## src/design/rlh_pkg.sv

```systemverilog
// ----------------------------------------------------------------------------
// rlh_pkg
// Shared types, constants and helpers of the RGB and luma histogram block.
// ----------------------------------------------------------------------------
package rlh_pkg;

    localparam int COUNT_BITS = 24;
    localparam int NUM_BINS   = 256;
    localparam int NUM_CH     = 4;
    localparam int BIN_BITS   = $clog2(NUM_BINS);
    localparam int OUT_BITS   = 24;
    localparam int PIX_BITS   = 8;
    localparam int KIND_BITS  = 2;

    localparam logic [KIND_BITS-1:0] KIND_ACC   = 2'd0;
    localparam logic [KIND_BITS-1:0] KIND_READ  = 2'd1;
    localparam logic [KIND_BITS-1:0] KIND_CLEAR = 2'd2;

    localparam int CH_RED   = 0;
    localparam int CH_GREEN = 1;
    localparam int CH_BLUE  = 2;
    localparam int CH_GRAY  = 3;

    typedef logic [COUNT_BITS-1:0] count_t;
    typedef logic [BIN_BITS-1:0]   bin_t;
    typedef logic [OUT_BITS-1:0]   out_cnt_t;

    localparam count_t CNT_MAX  = '1;
    localparam bin_t   BIN_LAST = bin_t'(NUM_BINS - 1);

    typedef enum logic [1:0] {
        OP_ACC,
        OP_READ,
        OP_CLEAR,
        OP_NOP
    } op_t;

    typedef enum logic [1:0] {
        ST_INIT,
        ST_IDLE,
        ST_EXEC,
        ST_CLEAR
    } st_t;

    typedef struct packed {
        op_t                    op;
        logic [NUM_CH-1:0][BIN_BITS-1:0] idx;
    } cmd_t;

    typedef struct packed {
        logic [KIND_BITS-1:0] kind;
        logic [PIX_BITS-1:0]  red;
        logic [PIX_BITS-1:0]  green;
        logic [PIX_BITS-1:0]  blue;
        logic [PIX_BITS-1:0]  bin;
    } in_word_t;

    typedef struct packed {
        out_cnt_t red_count;
        out_cnt_t green_count;
        out_cnt_t blue_count;
        out_cnt_t gray_count;
        out_cnt_t peak_red;
        out_cnt_t peak_green;
        out_cnt_t peak_blue;
        out_cnt_t peak_gray;
        logic     saturated;
    } out_word_t;

    // low OUT_BITS bits of a counter, zero extended when the counter is narrower
    function automatic out_cnt_t to_out(input count_t c);
        logic [31:0] w;
        w = 32'(c);
        return w[OUT_BITS-1:0];
    endfunction

endpackage

```

## src/design/rlh_in_if.sv

```systemverilog
// ----------------------------------------------------------------------------
// rlh_in_if
// Valid/ready channel carrying one input word of the histogram block.
// ----------------------------------------------------------------------------
interface rlh_in_if;
    import rlh_pkg::*;

    logic     valid;
    logic     ready;
    in_word_t data;

    modport source (output valid, output data, input ready);
    modport sink   (input valid, input data, output ready);
endinterface

```

## src/design/rlh_front.sv

```systemverilog
// ----------------------------------------------------------------------------
// rlh_front
// Accepts input words, decodes the kind and computes the luma bin.
// ----------------------------------------------------------------------------
module rlh_front (
    input  logic          clk,
    input  logic          rst_n,
    input  logic          init_busy,
    rlh_in_if.sink        item,
    output logic          push_valid,
    input  logic          push_ready,
    output rlh_pkg::cmd_t push_data
);
    import rlh_pkg::*;

    logic              vld_reg;
    logic              vld_next;
    cmd_t              cmd_reg;
    cmd_t              cmd_next;
    logic              take;
    logic [12:0]       luma_sum;

    assign item.ready = !init_busy && (!vld_reg || push_ready);
    assign take       = item.valid && item.ready;

    // gray = (11r + 16g + 5b) / 32
    assign luma_sum = 13'(item.data.red) * 13'd11 + 13'(item.data.green) * 13'd16
                    + 13'(item.data.blue) * 13'd5;

    always_comb
    begin
        vld_next = vld_reg;
        cmd_next = cmd_reg;
        if (push_valid && push_ready)
        begin
            vld_next = 1'b0;
        end
        if (take)
        begin
            vld_next = 1'b1;
            unique case (item.data.kind)
                KIND_ACC:
                begin
                    cmd_next.op           = OP_ACC;
                    cmd_next.idx[CH_RED]   = item.data.red;
                    cmd_next.idx[CH_GREEN] = item.data.green;
                    cmd_next.idx[CH_BLUE]  = item.data.blue;
                    cmd_next.idx[CH_GRAY]  = luma_sum[12:5];
                end
                KIND_READ:
                begin
                    cmd_next.op  = OP_READ;
                    cmd_next.idx = {NUM_CH{item.data.bin}};
                end
                KIND_CLEAR:
                begin
                    cmd_next.op  = OP_CLEAR;
                    cmd_next.idx = '0;
                end
                default:
                begin
                    cmd_next.op  = OP_NOP;
                    cmd_next.idx = '0;
                end
            endcase
        end
    end

    always_ff @(posedge clk or negedge rst_n)
    begin
        if (!rst_n)
        begin
            vld_reg <= 1'b0;
        end
        else
        begin
            vld_reg <= vld_next;
        end
    end

    always_ff @(posedge clk)
    begin
        cmd_reg <= cmd_next;
    end

    assign push_valid = vld_reg;
    assign push_data  = cmd_reg;

endmodule

```

## src/flat_wrapper.sv

```systemverilog
// flat-port wrapper written by rule: the top's interface ports become plain ports
module rlh_front_flat import rlh_pkg::*;
  (clk, rst_n, init_busy, push_valid, push_ready, push_data, item_valid, item_data, item_ready);
  rlh_in_if item_i ();
  input  logic clk;
  input  logic rst_n;
  input  logic init_busy;
  output logic push_valid;
  input  logic push_ready;
  output rlh_pkg::cmd_t push_data;
  input wire logic [$bits(item_i.valid)-1:0] item_valid;
  input wire logic [$bits(item_i.data)-1:0] item_data;
  output wire logic [$bits(item_i.ready)-1:0] item_ready;
  assign item_i.valid = item_valid;
  assign item_i.data = item_data;
  assign item_ready = item_i.ready;
  rlh_front u_core (.clk(clk), .rst_n(rst_n), .init_busy(init_busy), .item(item_i), .push_valid(push_valid), .push_ready(push_ready), .push_data(push_data));
endmodule
```

## config.mk

```make
export PLATFORM = sky130hd
export DESIGN_NAME = rlh_front_flat
export DESIGN_NICKNAME = d
export VERILOG_FILES = /design/src/design/rlh_pkg.sv /design/src/design/rlh_in_if.sv /design/src/design/rlh_front.sv /design/src/flat_wrapper.sv
export SDC_FILE = /design/constraint.sdc
export NUM_CORES = 1
export LEC_CHECK = 0
export BUFFER_PORTS_ARGS = -buffer_cell sky130_fd_sc_hd__buf_2
export CORE_ASPECT_RATIO = 0.5
export CORE_MARGIN = 8
export CORE_UTILIZATION = 45
export CTS_BUF_LIST = sky130_fd_sc_hd__clkbuf_4 sky130_fd_sc_hd__clkbuf_8
export DETAILED_ROUTE_END_ITERATION = 10
export PLACE_DENSITY = 0.7
export SETUP_SLACK_MARGIN = 0.1
export SLEW_MARGIN = 15
export SYNTH_ARGS = -nofsm -noshare
export SYNTH_HDL_FRONTEND = slang
export SYNTH_SLANG_ARGS = --single-unit
```

## constraint.sdc

```tcl
create_clock -name clk -period 2.6 [get_ports clk]
set_input_delay 0.13 -clock clk [delete_from_list [all_inputs] [get_ports clk]]
set_output_delay 0.13 -clock clk [all_outputs]
set_load 0.02 [all_outputs]
```

==> results list <==
- Status: complete, but fails checks
- Violated checks: negative setup slack
* Ant. Diodes: 0
* Count of flip-flops with a built-in enable after synthesis: 34
* Clock tree sinks: 35
- Clock root buffer: sky130_fd_sc_hd__clkbuf_8
- Clock Latency Late Sink: roughly 0.29 ns
- Skew final: 0.00328 ns
- The share of total power dissipated in combinational logic is 0.680.
- The share of total power dissipated in the clock network is 0.118.
* Vias in the first global route: 2388
* TritonCTS clock tree: built
* DRC Markers: 0
- Fillcell total: ~430
- Routed vias: about 2300
- Clock-pin transition on the worst setup and hold timing paths: approximately 0.070 ns
* Data arrival time of the worst path: 3.40 ns
- Initial drt markers: 275
- Pin placement for this block handled 75 I/O pins.
- Number of nets in the finished design: 460
- A synthesized cell averages around 11 um^2.
- Reg-to-reg setup timing slack: ~1.1 ns
* CP Buf/Inv Count: 5
- Levels on crit path: 15
- The worst setup path is captured at a flip-flop.
* Synthesized instance count: 250
- Post-Synthesis Cell Area: around 2800 um^2
- Sequential group share of total power: 0.202
* Syn Nets: roughly 350
- Setup violations remaining at the end of the flow were counted as 8.
- Routability congestion estimate from global placement: around 0.92
- H-tree depth: 2
- Number of cells on the worst reg-to-reg path: 3
- Count of warnings emitted by yosys: 0
* Reg-to-reg critical path startpoint: u_core.push_valid
- Top delay family on crit path: adder cells
- At the pin with the least slew margin, the transition time is between 0.6 and 0.7 ns.
- Power density relative to cell area: about 840 nW/um^2
* Number of buffers on the longest clock path: 2
- Maximum number of pins on one net before global-route repair: 36
- Largest vdd supply drop: 0.681 mV
- Switching power share of the total: 0.423
* Cell type of the slowest stage on the worst timing path: sky130_fd_sc_hd__fa_1
* Flops & latches, synth: 35
* Wire length of the first global-routing pass: ~12000 um
* DR vias/cell: 5.12
* Worst-path fanout max: 2
* Number of buffer cells added on primary ports: 74
* Hold violation total from the final report: 0
* RSZ-0062 raised after global routing: true
- Summed over all nets, the switching power comes to about 1400 uW.
- Die Span X: between 100 and 150 um
- Measured against its own limit, the worst slew margin works out to 0.589.
- Clock period minus worst slack: ~3.3 ns
* Final clock period utilization by the worst path: 1.26
- The count of nets left with antenna violations once routing finished came out at 0.
- Area overhead of the layout relative to synthesis: 46.4%
- The path class of the tightest hold or removal check is input port to asynchronous set/reset pin.
- Buffers inserted during clock tree synthesis total 5.
- Total of max-cap violations: 0
- Critical Path Most Common Cell: sky130_fd_sc_hd__inv_2
- The critical path in this run is classified as input port to flip-flop.
- Maximum cell stage delay along the critical path: 0.53 ns
- Final-report max-slew violation count: 0
- Internal cell power: a little under 2000 uW
- For this design the static power due to leakage is around 0.0018 uW.
- Core area: between 6000 and 7000 um^2
- Antenna violations before repair: 0
- Chip height: 71.4 um
- Critical path capture point: u_core.push_data[31]
- Router iterations before antenna repair: 7
- GR Util All Layers: 0.176
* Routed wire length: about 8000 um
- Worst path required time: roughly 2.7 ns
* Min setup slack post-route: -0.674 ns
* Max frequency: slightly above 300 MHz
- For this run the aggregate overflow at the end of global routing stands at 0.
- Row generation in the floorplan step produced 20 rows.
- In the final layout, the share of cells above drive strength 1 is 0.489.
- The critical path starts at item_data[29].
- Hold is met by between 0.1 and 0.15 ns.
* Crit path cell chain: buf_8 -> ha_4 -> inv_2 -> fa_1 -> inv_2 -> fa_1 -> inv_2 -> fa_1 -> inv_2 -> ha_4 -> and4_4 -> nand2_1 -> or3_4 -> and3b_1 -> o32ai_2
* Capture point of the worst reg-to-reg path: u_core.push_data[29]
- Yosys mapped the design onto 38 distinct sky130hd cell types.
- Primary flip-flop cell chosen by synthesis mapping: sky130_fd_sc_hd__edfxtp_1
* Initial Utilization: 0.460
- Async set or reset register ratio after synthesis: 0.0286
- Prior to clock tree synthesis, the placed netlist has a worst setup slack of -1.07 ns.
* Estimated wirelength of the detail-placed design: around 6400 um
* Sequential area share after synthesis: 0.379
- In the final routed layout, each cell accounts on average for between 15 and 20 um.
- Die ar.: approximately 9100 um^2
- STA classifies the critical path startpoint as an input port.
[synth_stat cells, types with 3 or more instances]
library cell               number  area share
sky130_fd_sc_hd__o21ai_0        8       0.014
sky130_fd_sc_hd__inv_1         37       0.050
sky130_fd_sc_hd__or3_1          3      0.0068
sky130_fd_sc_hd__edfxtp_1      34        0.37
sky130_fd_sc_hd__a21oi_1       22       0.040
sky130_fd_sc_hd__nand2b_1      17       0.038
sky130_fd_sc_hd__ha_1          31        0.14
sky130_fd_sc_hd__clkbuf_1      10       0.014
sky130_fd_sc_hd__a22o_1         3      0.0095
sky130_fd_sc_hd__a21o_1         3      0.0082
sky130_fd_sc_hd__nand2_1       17       0.023
sky130_fd_sc_hd__fa_1          25        0.18
sky130_fd_sc_hd__nor2_1         7      0.0095
sky130_fd_sc_hd__o211ai_1       3      0.0082
sky130_fd_sc_hd__xor2_1         3      0.0095
[cell families after synthesis]
| kind of cell | count (synthesis) | synth area share |
|---|---|---|
| flip-flops | 35 | 0.379 |
| multiplexers | 1 | 0.00362 |
| AO/OA/AOI/OAI | 51 | 0.114 |
| XOR/XNOR | 4 | 0.0127 |
| AND/OR/NAND/NOR | 56 | 0.106 |
| buffers and inverters | 47 | 0.0639 |
| adder cells (fa/ha/maj) | 56 | 0.322 |
[final cells by class]
type / instances / area, um^2 / share of cell area
Multi-Input combinational cell: 168 / 1900 / 0.469
Clock buffer: 6 / 76.3 / 0.0189
Sequential cell: 35 / 1050 / 0.259
Tap cell: 77 / 96.3 / 0.0238
Timing Repair Buffer: 118 / 779 / 0.193
Clock inverter: 2 / 12.5 / 0.00309
Inverter: 37 / 139 / 0.0343
[how the worst min path moves through the flow]
stage,end,slack (ns)
detailed placement,u_core.push_valid,-0.09
floorplan,u_core.push_valid,-0.17
finish,u_core.push_valid,0.13
global route,u_core.push_valid,0.15
CTS,u_core.push_valid,0.12
global placement,u_core.push_valid,-0.09
[repair_timing]
action	4_1_cts	5_1_grt
pin swaps	26	29
hold buffers	1	0
endpoints found under the setup margin	8	8
resized for setup	35	14
endpoints found under the hold margin	1	0
buffers inserted	6	4
[state kept, by name (all words and copies together), names as in the netlist]
| signal | flops |
|---|---|
| u_core.push_valid | 1 |
| u_core.push_data | 34 |
[placed cells by master (no fill, tap or decap), types with 3 or more instances in the layout]
cell type                  netlist  routed
sky130_fd_sc_hd__buf_6           0       5
sky130_fd_sc_hd__nand2b_1       17      17
sky130_fd_sc_hd__nand2_1        17      14
sky130_fd_sc_hd__buf_4           0      41
sky130_fd_sc_hd__a21oi_1        22      19
sky130_fd_sc_hd__ha_1           31      12
sky130_fd_sc_hd__buf_2           0      67
sky130_fd_sc_hd__ha_4            0      19
sky130_fd_sc_hd__o211ai_1        3       3
sky130_fd_sc_hd__inv_1          37      28
sky130_fd_sc_hd__inv_2           0       9
sky130_fd_sc_hd__nand2_2         0       3
sky130_fd_sc_hd__a21o_1          3       3
sky130_fd_sc_hd__edfxtp_1       34      34
sky130_fd_sc_hd__a22o_1          3       3
sky130_fd_sc_hd__o21ai_2         0       3
sky130_fd_sc_hd__fa_1           25      21
sky130_fd_sc_hd__nor2_1          7       6
sky130_fd_sc_hd__fa_2            0       4
sky130_fd_sc_hd__clkbuf_8        0       5
[metal layers]
| metal | vias to the layer above | global-route usage | share of wire |
|---|---|---|---|
| met3 | 16 | 0.0385 | 0.085 |
| li1 | 1089 | - | - |
| met1 | 1072 | 0.231 | 0.43 |
| met5 | - | 0 | 0 |
| met4 | 0 | 0.0667 | 0.018 |
| met2 | 89 | 0.279 | 0.47 |
[stage by stage]
| step | util | instances | setup TNS, ns | cell area, um^2 | total power [uW] |
|---|---|---|---|---|---|
| detailed placement | 0.613 | 424 | -7.12 | 3680 | 2570 |
| global route | 0.674 | 443 | -5.30 | 4050 | 3630 |
| CTS | 0.660 | 439 | -4.50 | 3960 | 3200 |
| floorplan | - | 250 | -3.43 | 2990 | 1990 |
| global placement | 0.613 | 424 | -6.89 | 3680 | 2490 |
| finish | 0.674 | 443 | -4.52 | 4050 | 3390 |
[power by group through the flow]
| stage | clock (uW) | sequential (uW) | combinational, uW |
|---|---|---|---|
| final | 401 | 685 | 2310 |
| after floorplan | 0 | 748 | 1240 |
| after global placement | 0 | 697 | 1790 |
| after global routing | 423 | 688 | 2520 |
| after CTS | 409 | 686 | 2110 |
| after detailed placement | 0 | 698 | 1870 |
Power figures use the tool's default switching activity.
