==> config.mk <==
export PLATFORM = sky130hd
export DESIGN_NAME = rlh_queue
export DESIGN_NICKNAME = d
export VERILOG_FILES = /design/src/design/rlh_pkg.sv /design/src/design/rlh_queue.sv
export SDC_FILE = /design/constraint.sdc
export NUM_CORES = 1
export LEC_CHECK = 0
export BUFFER_PORTS_ARGS = -buffer_cell sky130_fd_sc_hd__buf_4
export CAP_MARGIN = 20
export CELL_PAD_IN_SITES_DETAIL_PLACEMENT = 0
export CELL_PAD_IN_SITES_GLOBAL_PLACEMENT = 1
export CORE_UTILIZATION = 46
export DETAILED_ROUTE_END_ITERATION = 7
export PLACE_DENSITY = 0.89
export SLEW_MARGIN = 20
export SYNTH_ARGS = -nofsm -noshare
export SYNTH_HDL_FRONTEND = slang
export SYNTH_SLANG_ARGS = --single-unit
==> constraint.sdc <==
create_clock -name clk -period 5.37 [get_ports clk]
set_clock_uncertainty 0.2 [all_clocks]
set_input_delay 0 -clock clk [delete_from_list [all_inputs] [get_ports clk]]
set_output_delay 0 -clock clk [all_outputs]
set_load 0.01 [all_outputs]
==> src/design/rlh_pkg.sv <==
// ----------------------------------------------------------------------------
// rlh_pkg
// Shared types, constants and helpers of the RGB and luma histogram block.
// ----------------------------------------------------------------------------
package rlh_pkg;

    localparam int COUNT_BITS = 24;
    localparam int NUM_BINS   = 256;
    localparam int NUM_CH     = 4;
    localparam int BIN_BITS   = $clog2(NUM_BINS);
    localparam int OUT_BITS   = 24;
    localparam int PIX_BITS   = 8;
    localparam int KIND_BITS  = 2;

    localparam logic [KIND_BITS-1:0] KIND_ACC   = 2'd0;
    localparam logic [KIND_BITS-1:0] KIND_READ  = 2'd1;
    localparam logic [KIND_BITS-1:0] KIND_CLEAR = 2'd2;

    localparam int CH_RED   = 0;
    localparam int CH_GREEN = 1;
    localparam int CH_BLUE  = 2;
    localparam int CH_GRAY  = 3;

    typedef logic [COUNT_BITS-1:0] count_t;
    typedef logic [BIN_BITS-1:0]   bin_t;
    typedef logic [OUT_BITS-1:0]   out_cnt_t;

    localparam count_t CNT_MAX  = '1;
    localparam bin_t   BIN_LAST = bin_t'(NUM_BINS - 1);

    typedef enum logic [1:0] {
        OP_ACC,
        OP_READ,
        OP_CLEAR,
        OP_NOP
    } op_t;

    typedef enum logic [1:0] {
        ST_INIT,
        ST_IDLE,
        ST_EXEC,
        ST_CLEAR
    } st_t;

    typedef struct packed {
        op_t                    op;
        logic [NUM_CH-1:0][BIN_BITS-1:0] idx;
    } cmd_t;

    typedef struct packed {
        logic [KIND_BITS-1:0] kind;
        logic [PIX_BITS-1:0]  red;
        logic [PIX_BITS-1:0]  green;
        logic [PIX_BITS-1:0]  blue;
        logic [PIX_BITS-1:0]  bin;
    } in_word_t;

    typedef struct packed {
        out_cnt_t red_count;
        out_cnt_t green_count;
        out_cnt_t blue_count;
        out_cnt_t gray_count;
        out_cnt_t peak_red;
        out_cnt_t peak_green;
        out_cnt_t peak_blue;
        out_cnt_t peak_gray;
        logic     saturated;
    } out_word_t;

    // low OUT_BITS bits of a counter, zero extended when the counter is narrower
    function automatic out_cnt_t to_out(input count_t c);
        logic [31:0] w;
        w = 32'(c);
        return w[OUT_BITS-1:0];
    endfunction

endpackage

==> src/design/rlh_queue.sv <==
// ----------------------------------------------------------------------------
// rlh_queue
// Two-entry command queue between the front and the back end.
// ----------------------------------------------------------------------------
module rlh_queue (
    input  logic          clk,
    input  logic          rst_n,
    input  logic          push_valid,
    output logic          push_ready,
    input  rlh_pkg::cmd_t push_data,
    output logic          pop_valid,
    input  logic          pop_ready,
    output rlh_pkg::cmd_t pop_data
);
    import rlh_pkg::*;

    cmd_t        entry_reg [2];
    logic        wr_ptr_reg;
    logic        wr_ptr_next;
    logic        rd_ptr_reg;
    logic        rd_ptr_next;
    logic [1:0]  count_reg;
    logic [1:0]  count_next;
    logic        do_push;
    logic        do_pop;

    assign push_ready = (count_reg != 2'd2);
    assign pop_valid  = (count_reg != 2'd0);
    assign pop_data   = entry_reg[rd_ptr_reg];
    assign do_push    = push_valid && push_ready;
    assign do_pop     = pop_valid && pop_ready;

    always_comb
    begin
        wr_ptr_next = wr_ptr_reg ^ do_push;
        rd_ptr_next = rd_ptr_reg ^ do_pop;
        count_next  = count_reg + 2'(do_push) - 2'(do_pop);
    end

    always_ff @(posedge clk or negedge rst_n)
    begin
        if (!rst_n)
        begin
            wr_ptr_reg <= 1'b0;
            rd_ptr_reg <= 1'b0;
            count_reg  <= 2'd0;
        end
        else
        begin
            wr_ptr_reg <= wr_ptr_next;
            rd_ptr_reg <= rd_ptr_next;
            count_reg  <= count_next;
        end
    end

    always_ff @(posedge clk)
    begin
        if (do_push)
        begin
            entry_reg[wr_ptr_reg] <= push_data;
        end
    end

endmodule

==> flow_summary.toml, run 1 <==
[finish]
fin_nets = 290
final_core_util = 0.6961
largest_reg_flops = 68
seq_area_mm2 = 0.002142
areaGrowthSynthToFinish_pct = 44.10
fin_cells = 327
drive_above_1_share = 0.4824
num_antenna_cells = 0
multi_input_area_um2 = 504.2
fillers = 389

[synthesis]
syn_nets = 169
syn_area_mm2 = 0.002693
async_flop_share = 0.05556
synthDistinctLibCells = 20
synth_commonest_cells = "edfxtp_1 (68), mux2_2 (34), dfrtp_1 (4)"
synth_seq_cells = 72
syn_area_per_cell_um2 = 20.87
synth_flop_cell = "edfxtp_1"
syn-instance-count = 129
yosysTopAreaCellShare = 0.7584
ys_warn_count = 0
yosys.area.top_type = "edfxtp_1"
synth_most_common_cell = "edfxtp_1"
ys_seq_area_frac = 0.7955
synth_edf_count = 68
ys_top_cells_by_area = "edfxtp_1 (76%), mux2_2 (14%), dfrtp_1 (3.7%)"

[drt]
routed_wl_um = 4764
first_pass_iters = 4
drt_iter0_drc = 89
vias_per_cell = 4.676
final_antenna_net_count = 0
wire_per_inst_um = 14.57
drc = 0
via_count = 1529

[clock_network]
post_cts_buffers = 0
clockBufferDepth = 2
cts-root-buf = "clkbuf_8"
clk_latency_ps = 330
ctsResizeCount = 0
clk_pin_slew_worst_paths_ps = 80
numCtsBuffers = 9
cts.sinks = 72
h-tree-depth = 3
cts_hold_buf = 38
cts_tree = "done"

[worst_setup_path]
cp-end-kind = "flop"
r2r_start = "count_reg[0]$_DFF_PN0_"
cp.required_ps = 5150
cp_max_fo = 34
critPathKind = "reg -> reg"
timing.rr.end = "entry_reg[0][27]$_DFFE_PP_"
startpoint_type = "flop"
worstPathArrival_ps = 1660
r2r_cells = 4
rrSetupSlack_ps = 3490

[grt]
grt_max_degree = 35
grt.total_usage = 0.1605
antenna_found_initial = 0
grt_first_pass_wirelength_um = 7141
grt_pass1_vias = 1538
overflow = 0

[sta]
rsz0062_at_grt = "no"
post-route-period-util = 0.3497
setup_viol = 0
fin_tns_setup_ps = 0
max_slew_margin = 0.6890
hold_slack_ps = 199.0
period_needed_ps = 1878
hold_viol_final = 0
tightest_slew_ps = 466.4
maxSlewViolCount = 0
fmax_mhz = 532.5

[floorplanning]
die_h_um = 78.51
core_area_mm2 = 0.005574
io_pins = 74
dieArea_mm2 = 0.006163
chipWidth_um = 78.51
row_count = 27
initial_core_util = 0.4831

[placement]
dp.cells = 273
gp_congestion = 0.6696
portBuffers = 73
hpwl_um = 2795

[min_path]
whs_endpoint = "entry_reg[1][2]$_DFFE_PP_"
min_path_cells = 2
min_path_type = "in -> reg"
min_from = "push_data[2]"

[power_and_ir_drop]
p_total_mw = 1.832
p_per_area_mw_per_mm2 = 472.3
peakVddDrop_mv = 0.3089
p_leak_nw = 1.492

[run_status]
status = "finished clean"

[flow_run]
drv_cap = 0
[worst max-delay path by stage]
| stage | start | endpoint | slack [ps] | cells past startpoint |
|---|---|---|---|---|
| 2_1_floorplan | count_reg[0]$_DFF_PN0_ | entry_reg[0][0]$_DFFE_PP_ | 3170 | 3 |
| 3_3_place_gp | count_reg[0]$_DFF_PN0_ | entry_reg[0][11]$_DFFE_PP_ | 3570 | 4 |
| 3_5_place_dp | count_reg[0]$_DFF_PN0_ | entry_reg[0][21]$_DFFE_PP_ | 3500 | 4 |
| 4_1_cts | rd_ptr_reg$_DFF_PN0_ | pop_data[27] | 3470 | 3 |
| 5_1_grt | count_reg[0]$_DFF_PN0_ | entry_reg[0][25]$_DFFE_PP_ | 3400 | 4 |
| 6_report | count_reg[0]$_DFF_PN0_ | entry_reg[0][27]$_DFFE_PP_ | 3490 | 4 |
[cell usage in the layout (no fill, tap or decap), types with 2 or more instances in the layout]
cell type,Yosys,routed
buf_4,0,76
clkbuf_8,0,9
clkinv_1,0,4
dfrtp_1,4,4
dlygate4sd3_1,0,38
edfxtp_1,68,68
ha_1,2,2
inv_1,2,2
mux2_2,34,34
nor2_1,2,2
xnor2_1,2,2
[metal layers]
metal,track usage,part of all wire,up-vias
li1,-,-,746
met1,0.2121,0.47,723
met2,0.2504,0.47,54
met3,0.05465,0.057,6
met4,0.05000,0.0092,0
met5,0,0,-
[cell families after synthesis]
kind of cell             Yosys count  synth area share
buffers and inverters              6           0.01719
flip-flops                        72            0.7955
multiplexers                      34            0.1422
AO/OA/AOI/OAI                      4           0.01162
adder cells (fa/ha/maj)            2          0.009292
XOR/XNOR                           2          0.006507
AND/OR/NAND/NOR                    9           0.01766
[stage by stage]
| step | worst slack, ps | cell area (um2) |
|---|---|---|
| finish | 3492 | 3880 |
| global route | 3397 | 3880 |
| CTS | 3473 | 3880 |
| detailed placement | 3500 | 3314 |
| global placement | 3569 | 3314 |
| floorplan | 3168 | 2693 |
[critical path: stages, from the launching register on]
cell and delay (ps):
dfrtp_1 460, nand2b_1 180, and2_1 140, ha_1 140, buf_4 390
[cell type report]
cell class                      instances  share of cell area
Clock buffer                            9             0.03193
Clock inverter                          7             0.01580
Inverter                                2            0.001935
Multi-Input combinational cell         51              0.1300
Sequential cell                        72              0.5521
Tap cell                               72             0.02322
Timing Repair Buffer                  114              0.2451
[where the power goes]
part	internal (mW)	leakage [nW]	switching (mW)
combinational	0.335	0.722	0.298
sequential	0.769	0.680	0.0362
clock	0.210	0.0898	0.185
(Power assumes the default switching activity.)
==> inputs of run 2 (changes only) <==
--- a/config.mk
+++ b/config.mk
@@ -9,9 +9,9 @@
 export CAP_MARGIN = 20
 export CELL_PAD_IN_SITES_DETAIL_PLACEMENT = 0
 export CELL_PAD_IN_SITES_GLOBAL_PLACEMENT = 1
-export CORE_UTILIZATION = 46
+export CORE_UTILIZATION = 39
 export DETAILED_ROUTE_END_ITERATION = 7
-export PLACE_DENSITY = 0.89
+export PLACE_DENSITY = 0.81
 export SLEW_MARGIN = 20
 export SYNTH_ARGS = -nofsm -noshare
 export SYNTH_HDL_FRONTEND = slang
==> constraint.sdc (replaced) <==
create_clock -name clk -period 1.66 [get_ports clk]
set_clock_uncertainty 0.2 [all_clocks]
set_input_delay 0 -clock clk [delete_from_list [all_inputs] [get_ports clk]]
set_output_delay 0 -clock clk [all_outputs]
set_load 0.01 [all_outputs]
==> run 2 against run 1 <==
Compared with the run above: sequential share of layout area fell by 2.7 points; first-iteration DRC count down 37%; critical path depth down 1; routed wire length rose by 8.7%; die area rose by 17%; cell area rose by 5.2%; total power grew to 3.5 times the previous value; sequential cell count stayed put; non-clock buffer count rose by 5; utilization decreased by 6.8 points.
==> flow_summary.toml, run 2 (synthesis gave the netlist of run 1 again) <==
[clock_network]
clockBufferDepth = 2
clk_latency_ps = 330
h-tree-depth = 3
numCtsBuffers = 9
cts_tree = "done"
cts.sinks = 72
post_cts_buffers = 0
cts-root-buf = "clkbuf_8"
clk_pin_slew_worst_paths_ps = 90

[drt]
final_antenna_net_count = 0
vias_per_cell = 4.635
drc = 0
routed_wl_um = 5178
first_pass_iters = 4
wire_per_inst_um = 15.36
drt_iter0_drc = 56
via_count = 1562

[worst_setup_path]
crit_start = "rd_ptr_reg$_DFF_PN0_"
cp.required_ps = 1460
cp-end-kind = "primary output"
r2r_start = "count_reg[1]$_DFF_PN0_"
worstPathArrival_ps = 1450
critPathKind = "reg -> out"
startpoint_type = "flop"
timing.rr.end = "entry_reg[0][1]$_DFFE_PP_"
rrSetupSlack_ps = 90
cp_max_fo = 14
r2r_cells = 4

[power_and_ir_drop]
p_per_area_mw_per_mm2 = 1552
p_total_mw = 6.332
peakVddDrop_mv = 0.9153
p_leak_nw = 1.600

[min_path]
whs_endpoint = "entry_reg[0][15]$_DFFE_PP_"
min_from = "push_data[15]"
min_path_cells = 2
min_path_type = "in -> reg"

[grt]
grt_max_degree = 30
grt.total_usage = 0.1511
grt_first_pass_wirelength_um = 7914
grt_pass1_vias = 1664
antenna_found_initial = 0
overflow = 0

[sta]
period_needed_ps = 1650
tightest_slew_ps = 217.1
max_slew_margin = 0.8544
fmax_mhz = 606.2
maxSlewViolCount = 0
post-route-period-util = 0.9938
rsz0062_at_grt = "yes"
setup_viol = 0
hold_viol_final = 0

[flow_run]
drv_cap = 0

[finish]
finalInstanceArea_mm2 = 0.004080
fin_nets = 295
final_cell_mix = "buf_4 (71), edfxtp_1 (68), dlygate4sd3_1 (38)"
final_common_cell = "buf_4"
drive_above_1_share = 0.5231
areaGrowthSynthToFinish_pct = 51.53
fillers = 476
final_core_util = 0.6282
largest_reg_flops = 68
num_antenna_cells = 0

[placement]
gp_congestion = 0.7325
place_area_mm2 = 0.003426
portBuffers = 73
hpwl_um = 3094

[floorplanning]
initial_core_util = 0.4146
chipWidth_um = 85.09
io_pins = 74
core_area_mm2 = 0.006495
row_count = 29
dieArea_mm2 = 0.007240
die_h_um = 85.09

[run_status]
status = "finished clean"
[run 2: final cells by class]
cell class / count / area, um2 / share of cell area
Clock buffer: 9 / 123.9 / 0.03036
Inverter: 2 / 7.507 / 0.001840
Tap cell: 77 / 96.34 / 0.02361
Clock inverter: 7 / 48.80 / 0.01196
Sequential cell: 72 / 2143 / 0.5253
Timing Repair Buffer: 119 / 1075 / 0.2634
Multi-Input combinational cell: 51 / 585.6 / 0.1435
[run 2: worst max-delay path by stage]
stage,to,cells past startpoint
after global placement,entry_reg[0][17]$_DFFE_PP_,4
final,pop_data[22],3
after floorplan,entry_reg[0][0]$_DFFE_PP_,3
after CTS,pop_data[9],3
after detailed placement,entry_reg[0][15]$_DFFE_PP_,4
after global routing,pop_data[30],3
[run 2: metrics by stage]
step | hold WS, ps | worst slack (ps) | setup TNS [ps] | instances
floorplan | -495.6 | 34.07 | 0 | 129
global placement | -399.0 | 123.2 | 0 | 282
detailed placement | -398.4 | 92.77 | 0 | 282
CTS | 173.1 | -16.42 | -107.4 | 336
global route | 166.2 | -54.47 | -978.7 | 337
finish | 189.0 | 10.34 | 0 | 337
[run 2: layer usage]
metal  track usage  up-vias  routed length [um]
li1              -      752                   -
met1        0.1825      752                2231
met2        0.2493       53                2578
met3       0.05253        5                 315
met4       0.06009        0                  53
met5             0        -                   0
[run 2: power breakdown]
group	internal, mW	total, mW	switching, mW
clock network	0.538	1.18	0.645
logic	1.45	2.53	1.07
registers	2.49	2.62	0.135
[run 2: timing repair]
action,CTS,global route
hold buffers,38,0
endpoints found under the setup margin,13,30
cloned,0,1
gates resized for setup,0,21
hold endpoints to repair,81,0
[run 2: critical path: stages, from the launching register on]
cell	delay, ps
dfrtp_2	430
clkbuf_16	200
mux2_2	340
buf_4	140
